$ cat src/m4vt_pkg.sv
// ----------------------------------------------------------------------------
// m4vt_pkg: shared types and constants of the 4x4 matrix vector transform
// Request and result payloads, register indexes, widths and reset values.
// ----------------------------------------------------------------------------
package m4vt_pkg;

  localparam int DefFracBits  = 16;
  localparam int DefWordWidth = 32;
  localparam int DataW        = 32;
  localparam int CfgDataW     = 64;
  localparam int CfgIdxW      = 4;
  localparam int NumRegs      = 8;
  localparam int NumLanes     = 4;
  localparam int PipeDepth    = 3;

  localparam logic [CfgIdxW-1:0] RegRow0Cols01 = 4'd0;
  localparam logic [CfgIdxW-1:0] RegRow0Cols23 = 4'd1;
  localparam logic [CfgIdxW-1:0] RegRow1Cols01 = 4'd2;
  localparam logic [CfgIdxW-1:0] RegRow1Cols23 = 4'd3;
  localparam logic [CfgIdxW-1:0] RegRow2Cols01 = 4'd4;
  localparam logic [CfgIdxW-1:0] RegRow2Cols23 = 4'd5;
  localparam logic [CfgIdxW-1:0] RegRow3Cols01 = 4'd6;
  localparam logic [CfgIdxW-1:0] RegRow3Cols23 = 4'd7;

  typedef struct packed {
    logic signed [DataW-1:0] in_x;
    logic signed [DataW-1:0] in_y;
    logic signed [DataW-1:0] in_z;
    logic signed [DataW-1:0] in_w;
    logic                    point_mode;
  } req_t;

  typedef struct packed {
    logic signed [DataW-1:0] out_x;
    logic signed [DataW-1:0] out_y;
    logic signed [DataW-1:0] out_z;
    logic signed [DataW-1:0] out_w;
    logic                    saturated;
  } res_t;

  // Product width covers both a full word product and a coefficient times 1.0.
  function automatic int prod_width(input int word_w, input int frac_b);
    prod_width = (word_w > frac_b + 1) ? 2 * word_w : word_w + frac_b + 1;
  endfunction

  function automatic int tot_width(input int word_w, input int frac_b);
    tot_width = prod_width(word_w, frac_b) + 2 - frac_b;
  endfunction

  // The reset matrix is the identity with 1.0 on the diagonal.
  function automatic logic [CfgDataW-1:0] cfg_reset(input logic [CfgIdxW-1:0] idx,
                                                    input int frac_b);
    logic [CfgDataW-1:0] one;
    one = CfgDataW'(1) << frac_b;
    case (idx)
      RegRow0Cols01: cfg_reset = one;
      RegRow1Cols01: cfg_reset = one << 32;
      RegRow2Cols23: cfg_reset = one;
      RegRow3Cols23: cfg_reset = one << 32;
      default:       cfg_reset = '0;
    endcase
  endfunction

endpackage

$ cat src/m4vt_merge.sv
// ----------------------------------------------------------------------------
// m4vt_merge: saturation and result assembly
// Clamps each lane total to the word range, combines the flags and drives
// the registered result with its strobe.
// ----------------------------------------------------------------------------
module m4vt_merge #(
  parameter int FRAC_BITS  = m4vt_pkg::DefFracBits,
  parameter int WORD_WIDTH = m4vt_pkg::DefWordWidth
) (
  input  logic                                                     clk_i,
  input  logic                                                     rst_ni,
  input  logic                                                     valid_i,
  input  logic signed [m4vt_pkg::tot_width(WORD_WIDTH, FRAC_BITS)-1:0] tot_i [4],
  output logic                                                     valid_o,
  output m4vt_pkg::res_t                                           res_o
);
  import m4vt_pkg::*;

  localparam int TotW = tot_width(WORD_WIDTH, FRAC_BITS);

  logic signed [WORD_WIDTH-1:0] clip [NumLanes];
  logic [NumLanes-1:0]          sat;
  logic [TotW-WORD_WIDTH:0]     hi [NumLanes];
  res_t                         res_d;
  res_t                         res_q;
  logic                         valid_q;

  always_comb begin
    for (int l = 0; l < NumLanes; l++) begin
      hi[l]  = tot_i[l][TotW-1:WORD_WIDTH-1];
      sat[l] = !((&hi[l]) || !(|hi[l]));
      if (!sat[l]) begin
        clip[l] = tot_i[l][WORD_WIDTH-1:0];
      end else if (tot_i[l][TotW-1]) begin
        clip[l] = {1'b1, {(WORD_WIDTH-1){1'b0}}};
      end else begin
        clip[l] = {1'b0, {(WORD_WIDTH-1){1'b1}}};
      end
    end
    res_d.out_x     = DataW'(clip[0]);
    res_d.out_y     = DataW'(clip[1]);
    res_d.out_z     = DataW'(clip[2]);
    res_d.out_w     = DataW'(clip[3]);
    res_d.saturated = |sat;
  end

  always_ff @(posedge clk_i or negedge rst_ni) begin
    if (!rst_ni) begin
      valid_q <= 1'b0;
    end else begin
      valid_q <= valid_i;
    end
  end

  always_ff @(posedge clk_i) begin
    res_q <= res_d;
  end

  assign valid_o = valid_q;
  assign res_o   = res_q;

endmodule

$ cat config.mk
export PLATFORM = sky130hd
export DESIGN_NAME = m4vt_merge
export DESIGN_NICKNAME = d
export VERILOG_FILES = /design/src/m4vt_pkg.sv /design/src/m4vt_merge.sv
export SDC_FILE = /design/constraint.sdc
export NUM_CORES = 1
export LEC_CHECK = 0
export BUFFER_PORTS_ARGS = -buffer_cell sky130_fd_sc_hd__buf_2
export CORE_AREA = 4 4 128 130
export DETAILED_ROUTE_END_ITERATION = 12
export DIE_AREA = 0 0 132 134
export MAX_ROUTING_LAYER = met4
export SYNTH_ARGS = -nofsm -noshare
export SYNTH_HDL_FRONTEND = slang
export SYNTH_SLANG_ARGS = --single-unit
$ cat constraint.sdc
create_clock -name clk_i -period 0.8 [get_ports clk_i]
set_input_delay 0.12 -clock clk_i [delete_from_list [all_inputs] [get_ports clk_i]]
set_output_delay 0.12 -clock clk_i [all_outputs]
set_load 0.01 [all_outputs]
# After elaboration in Yosys (flattened, before gate mapping)
# Index checks and enable logic that the tools add are counted.
[totals] rom_bits=0 ramBits=0 output_inout_bits=130 memories=0 latchBits=0 reg_bits=130 in_bits=203
[classes] reduce_logical=21 div_mod_pow=0 order_cmp=0 mux=8 bitwise=0 add_sub_neg=0 n_eq_ne=0 shifts=0 n_mul=0
[op_table] op="two-way mux 32 bit" n=8
[op_table] op="AND reduction 19 bit" n=4
[op_table] op="OR reduction 19 bit" n=4
[op_table] op="logical NOT 1 bit" n=8
[op_table] op="logical OR 1 bit" n=4
[op_table] op="OR reduction 4 bit" n=1

# Logic depth before layout (Yosys ltp)
# Gate-level depths: netlist (run 1).
[logic_depth] word_depth=5 mapped_depth=6

# Worst setup path after synthesis (run 1)
# OpenSTA, ideal clock, no wires.
[synth_path] kind="in2reg" start="in tot_i[42] in the netlist's numbering" end="reg res_q, in the netlist res_o[10]" t_arrival_ps=1163 path_slack_ps=-478 cell_stages=6 cell_sequence="nor4_1 -> nand4_1 -> nor4_2 -> a311oi_2 -> buf_6 -> a21o_2"
[synth_rtl] element="from (decl)" line="m4vt_merge.sv:13" text="input logic signed [m4vt_pkg::tot_width(WORD_WIDTH, FRAC_BITS)-1:0] tot_i [4],"
[synth_rtl] element="to (signal assigned)" line="m4vt_merge.sv:56" text="res_q <= res_d;"
[synth_rtl] element="to (decl)" line="m4vt_merge.sv:25" text="res_t res_q;"

==> results of run 1 <==
## placed cells by master, fill, tap and decap left out
cell and n:
a21o_1 39, a21o_2 76, a21o_4 9, a311oi_4 4
a31o_2 1, a31o_4 3, and3_1 4, buf_12 5
buf_2 226, buf_4 12, buf_6 122, buf_8 3
bufinv_16 2, clkbuf_16 20, clkbuf_4 1, clkbuf_8 4
clkinv_2 5, clkinvlp_4 3, dfrtp_1 1, dfxtp_1 51
dfxtp_2 78, dlygate4sd3_1 130, nand4_1 21, nor2_1 8
nor4_2 6, nor4_4 14
## layout make-up
cell class / instances / area (µm²) / area share, %
Tap cell: 188 / 235 / 2.48
Sequential cell: 130 / 2710 / 28.6
Clock inverter: 10 / 108 / 1.14
Multi-Input combinational cell: 185 / 1820 / 19.2
Timing Repair Buffer: 502 / 4120 / 43.5
Clock buffer: 21 / 480 / 5.07
## through the flow
step           instance area, µm²  util [%]  power [mW]
2_1_floorplan                4460         -        7.70
3_5_place_dp                 6380      42.2        8.73
4_1_cts                      8890      58.7        17.2
6_report                     9470      62.5        17.4
5_1_grt                      9470      62.5        18.1
3_3_place_gp                 6380      42.2        8.70
## path summary, 6_finish.rpt
path                       startpoint        end  slack [ns]  depth (start not counted)
max                         tot_i[84]  res_o[47]       -0.31                          8
min                            rst_ni    valid_o        0.04                          2
max in group asynchronous      rst_ni    valid_o        0.67                          2
min in group clk_i          tot_i[49]   res_o[6]        0.30                          5
## power by group through the flow
| stage | Combinational, mW | Clock (mW) | Sequential (mW) |
|---|---|---|---|
| floorplan | 0.459 | 0 | 7.24 |
| global placement | 1.65 | 0 | 7.04 |
| detailed placement | 1.68 | 0 | 7.05 |
| CTS | 2.47 | 7.78 | 6.94 |
| global route | 2.94 | 8.15 | 7.04 |
| finish | 2.77 | 7.65 | 7.01 |
## per-layer routing
metal,global-route usage (%),vias up
met5,-,-
met4,8.46,0
met3,5.14,37
met2,34.1,232
met1,20.7,2278
li1,-,2241
## timing repair
item	CTS	global route
gates resized for setup	128	124
endpoints found under the hold margin	130	0
pin swaps	3	2
setup buffers	0	0
hold buffers	130	0
gates cloned	10	4
setup endpoints to repair	255	255
## state kept, by name, summed over array words and instances (netlist names)
register	flops
res_o	129
valid_o	1
## logic make-up (layout without fill, tap and decap cells)
family,Yosys count,count (layout),share of synthesized area [%]
compound gates,132,132,25.9
buf+inv,28,533,6.31
simple gates,53,53,7.75
flops,130,130,60.0
==> results by group, run 1 <==
Synthesis
  • Flops & latches, synth: 130
  • EDFF count, synth: 0
  • Cell area after synthesis: 4340 µm²
  • Register area share after synthesis: 60.0%
  • Ys async rst share: 0.769%
  • Number of distinct library cells after synthesis: 17
  • Area leader, netlist: dfxtp_1
  • Syn Nets: 546
  • Synth top area share: 59.4%
  • Top FF cell, synth: dfxtp_1
  • Top cells by area, synth: dfxtp_1, a21o_2, a21o_1, buf_6, nand4_1
  • Syn_area_per_cell: 12.7 µm²
  • Synth top cells by count: dfxtp_1, a21o_2, a21o_1
  • Yosys warns: 0
  • Post-Syn Instances: 343
  • Most frequent cell after synthesis: dfxtp_1

Setup path
  • Critical Path AT: 1.40 ns
  • Crit path kind: input port to flip-flop
  • Max Fanout on Critical Path: 8
  • Crit path largest cell delay: 0.27 ns
  • CP Capture Type: flip-flop
  • Startpoint Class: input port
  • Slowest CP cell: nor4_4
  • Kind of cell adding the most delay to the critical path: simple AND/OR/NAND/NOR gates
  • CP Data Required Time: 1.09 ns
  • WP buf/inv: 3
  • Crit-path cells: buf_6 -> nor4_4 -> nand4_1 -> nor4_2 -> buf_4 -> a311oi_4 -> clkbuf_16 -> a21o_1

Pwr
  • Pwr/cell area: 1840 nW/µm²
  • Comb pwr share: 15.9%
  • Worst vdd ir: 1.25 mV
  • Clock power share: 43.9%
  • Leakage: 4.63 nW
  • Net Sw Power: 3.95 mW
  • Internal Dissipation: 13.5 mW
  • Sw Share: 22.7%
  • Share of power burned in registers: 40.2%

Floorplan
  • Die area: 17,700 µm²
  • Die Ht: 134 µm
  • Top Ports: 333
  • Core area: 15,100 µm²
  • Placement Rows: 45
  • Starting Density: 28.7%
  • Die Wd: 132 µm

Timing
  • Worst-margin pin slew: 0.517 ns
  • Final Critical Period: 1.11 ns
  • Peak Freq: 901 MHz
  • Final setup TNS: -52.46 ns
  • Max_slew headroom: 65.6%
  • Fin. Hold Viols: 0
  • Fin Hold WS: 0.0390 ns
  • Setup repair after global routing missed its margin: true
  • Final setup fails: 255
  • Setup ws final: -0.310 ns
  • Slew Limit Fails: 0
  • Fin crit share: 139%

Clocking
  • CTS tree: built
  • Clock Path Buffers: 2
  • Clock transition at the registers of the reported paths: 0.06 ns
  • Total CTS buffers: 17
  • Clk sinks: 130
  • CTS root buffer: clkbuf_16
  • Level count of the clock H-tree: 4

Detailed routing
  • Met1 wire length: 6890 µm
  • ANT nets after route: 0
  • Vias per cell: 4.62
  • Drt first-iter violations: 147
  • TritonRoute pass-1 iters: 5
  • Met2 WL post-DR: 9700 µm
  • Routed length per placed instance: 17.6 µm
  • DR WL met3: 1170 µm
  • Final WL: 18,300 µm
  • Residual DRC: 0
  • Vias: 4,788
  • DR top layer: met4

Place
  • Pre-CTS setup slack: -0.811 ns
  • Final HPWL DP: 10,900 µm
  • Routability Congestion: 0.859
  • Cells after DPL: 861
  • IO buf count: 332

Cells and area
  • NumNets Final: 1,039
  • Area Overhead vs Synth: 118%
  • Cell Count, Final, Fillers Out: 1,036
  • Filler cells: 1,101
  • Layout cells sized above 1: 70.0%
  • Antenna cells: 0

Global route
  • Grt ovf: 0
  • Gr usage total: 19.4%
  • Largest net degree at the start of global routing: 32
  • First-pass GRT wire length: 26,800 µm
  • Vias in the first global route: 5,333
  • Initial antenna violation count: 0

Run status
  • Failing checks: negative setup slack
  • Status: complete, but fails checks

Job
  • Max-cap viol count: 0

Hold path
  • Min-delay worst type: input port to async pin
(Power assumes the default switching activity.)
==> inputs of run 2 (changes only) <==
- RECOVER_POWER: unset -> 100
==> run 2 against run 1 <==
Compared with the run above: the flow still finishes with violations (negative setup slack); critical path type unchanged; routed wire length is essentially flat; utilization is essentially flat; die area is the same.
==> results by group, run 2 (synthesis gave the netlist of run 1 again) <==
Global route
  • First-pass GRT wire length: 26,800 µm (unchanged)
  • Grt ovf: 0 (unchanged)
  • Gr usage total: 19.4% (unchanged)
  • Vias in the first global route: 5,333 (unchanged)
  • Largest net degree at the start of global routing: 32 (unchanged)
  • Initial antenna violation count: 0 (unchanged)

Job
  • Max-cap viol count: 0 (unchanged)

Timing
  • Fin Hold WS: 0.0391 ns (+0.0000843 ns)
  • Setup repair after global routing missed its margin: true
  • Worst-margin pin slew: 0.517 ns (unchanged)
  • Final Critical Period: 1.11 ns (-0.00109 ns)
  • Fin. Hold Viols: 0 (unchanged)
  • Fin crit share: 139% (about the same)
  • Peak Freq: 902 MHz (about the same)
  • Max_slew headroom: 65.6% (unchanged)
  • Slew Limit Fails: 0 (unchanged)
  • Setup ws final: -0.309 ns (+0.00109 ns)
  • Final setup fails: 255 (unchanged)

Floorplan
  • Top Ports: 333 (unchanged)
  • Starting Density: 28.7% (unchanged)
  • Die Ht: 134 µm (unchanged)
  • Die Wd: 132 µm (unchanged)
  • Core area: 15,100 µm² (unchanged)
  • Die area: 17,700 µm² (unchanged)
  • Placement Rows: 45 (unchanged)

Cells and area
  • Largest register FFs: 129 (unchanged)
  • Commonest non-fill, non-tap cells in the layout: buf_2, dlygate4sd3_1, buf_6
  • Area Overhead vs Synth: 118% (about the same)
  • Layout cells sized above 1: 69.9% (-0.12 points)
  • Filler cells: 1,103 (+0.18%)
  • Final core utilization: 62.5% (about the same)
  • Commonest non-fill, non-tap cell in the layout: buf_2
  • Reg area: 2710 µm² (unchanged)
  • Area of the multi-input gates: 1820 µm² (unchanged)
  • NumNets Final: 1,039 (unchanged)
  • Antenna cells: 0 (unchanged)

Detailed routing
  • Residual DRC: 0 (unchanged)
  • Vias: 4,788 (unchanged)
  • Routed length per placed instance: 17.7 µm (about the same)
  • Vias per cell: 4.62 (unchanged)
  • ANT nets after route: 0 (unchanged)
  • Drt first-iter violations: 147 (unchanged)
  • TritonRoute pass-1 iters: 5 (unchanged)
  • Final WL: 18,300 µm (about the same)

Setup path
  • Crit path from: tot_i[84]
  • Startpoint Class: input port
  • Critical Path AT: 1.40 ns (about the same)
  • Max Fanout on Critical Path: 8 (unchanged)
  • CP Data Required Time: 1.09 ns (about the same)
  • Crit path to: res_o[47]
  • Crit path kind: input port to flip-flop
  • CP Capture Type: flip-flop

Pwr
  • Pwr/cell area: 1840 nW/µm² (about the same)
  • Clock power share: 43.9% (about the same)
  • Net Sw Power: 3.96 mW (+0.13%)
  • Internal Dissipation: 13.5 mW (about the same)
  • Share of power burned in registers: 40.2% (about the same)
  • Worst vdd ir: 1.25 mV (about the same)
  • Comb pwr share: 15.9% (about the same)
  • Leakage: 4.63 nW (about the same)
  • Sw Share: 22.7% (+0.027 points)

Clocking
  • CTS tree: built
  • Clk sinks: 130 (unchanged)
  • CTS root buffer: clkbuf_16
  • Clock Path Buffers: 2 (unchanged)
  • Clock transition at the registers of the reported paths: 0.06 ns (about the same)
  • Level count of the clock H-tree: 4 (unchanged)
  • Total CTS buffers: 17 (unchanged)

Run status
  • Status: complete, but fails checks
  • Failing checks: negative setup slack

Place
  • IO buf count: 332 (unchanged)
  • Routability Congestion: 0.859 (unchanged)
  • Final HPWL DP: 10,900 µm (unchanged)
  • Pre-CTS setup slack: -0.811 ns (unchanged)

Hold path
  • Min-delay worst type: input port to async pin
[run 2: cell count changes in the layout (fill, tap and decap cells not counted), sizes merged]
cell    previous run  this run
buf              368       367
clkbuf            25        26
[run 2: repair_timing]
item | in CTS | in global routing
resized for setup | 128 | 124
hold buffers | 130 | 0
gates cloned | 10 | 4
pin swaps | 3 | 2
buffers inserted | 0 | 0
endpoints found under the setup margin | 255 | 255
hold endpoints to repair | 130 | 0
[run 2: through the flow]
| stage | setup TNS [ns] | power (mW) | instances | cell area (µm²) |
|---|---|---|---|---|
| 6_report | -52.48 | 17.4 | 1036 | 9470 |
| 3_5_place_dp | -92.36 | 8.73 | 861 | 6380 |
| 4_1_cts | -52.94 | 17.2 | 1032 | 8890 |
| 5_1_grt | -65.39 | 18.1 | 1036 | 9470 |
| 2_1_floorplan | -56.13 | 7.70 | 343 | 4460 |
| 3_3_place_gp | -90.42 | 8.70 | 861 | 6380 |
[run 2: layout make-up]
cell class              instances  area share (%)
repair buffers                502            43.5
clock buffers                  21            5.07
flip-flops and latches        130            28.6
multi-input cells             185            19.2
clock inverters                10            1.14
well taps                     188            2.48
[run 2: critical path: stages]
cell and delay [ns]:
buf_6 0.10, nor4_4 0.27, nand4_1 0.14, nor4_2 0.16
buf_4 0.17, a311oi_4 0.07, clkbuf_16 0.21, a21o_1 0.16
[run 2: metal layers]
metal  vias to the layer above  global-route usage [%]  share of wire (%)
li1                       2241                       -                  -
met4                         0                    8.46                2.9
met5                         -                       -                  0
met3                        37                    5.14                6.4
met1                      2273                    20.7                 38
met2                       237                    34.1                 53
[run 2: how the worst min path moves through the flow]
| stage | start | to | slack [ns] | cells after the start |
|---|---|---|---|---|
| 2_1_floorplan | rst_ni | valid_o | -0.18 | 0 |
| 4_1_cts | rst_ni | valid_o | 0.009 | 2 |
| 3_3_place_gp | rst_ni | valid_o | -0.1 | 1 |
| 6_report | rst_ni | valid_o | 0.04 | 2 |
| 5_1_grt | rst_ni | valid_o | 0.01 | 2 |
| 3_5_place_dp | rst_ni | valid_o | -0.1 | 1 |
[run 2: power groups by stage]
stage | combinational, mW | sequential [mW] | clock (mW)
after detailed placement | 1.68 | 7.05 | 0
after global routing | 2.94 | 7.04 | 8.15
after global placement | 1.65 | 7.04 | 0
final | 2.76 | 7.01 | 7.65
after floorplan | 0.459 | 7.24 | 0
after CTS | 2.47 | 6.94 | 7.78
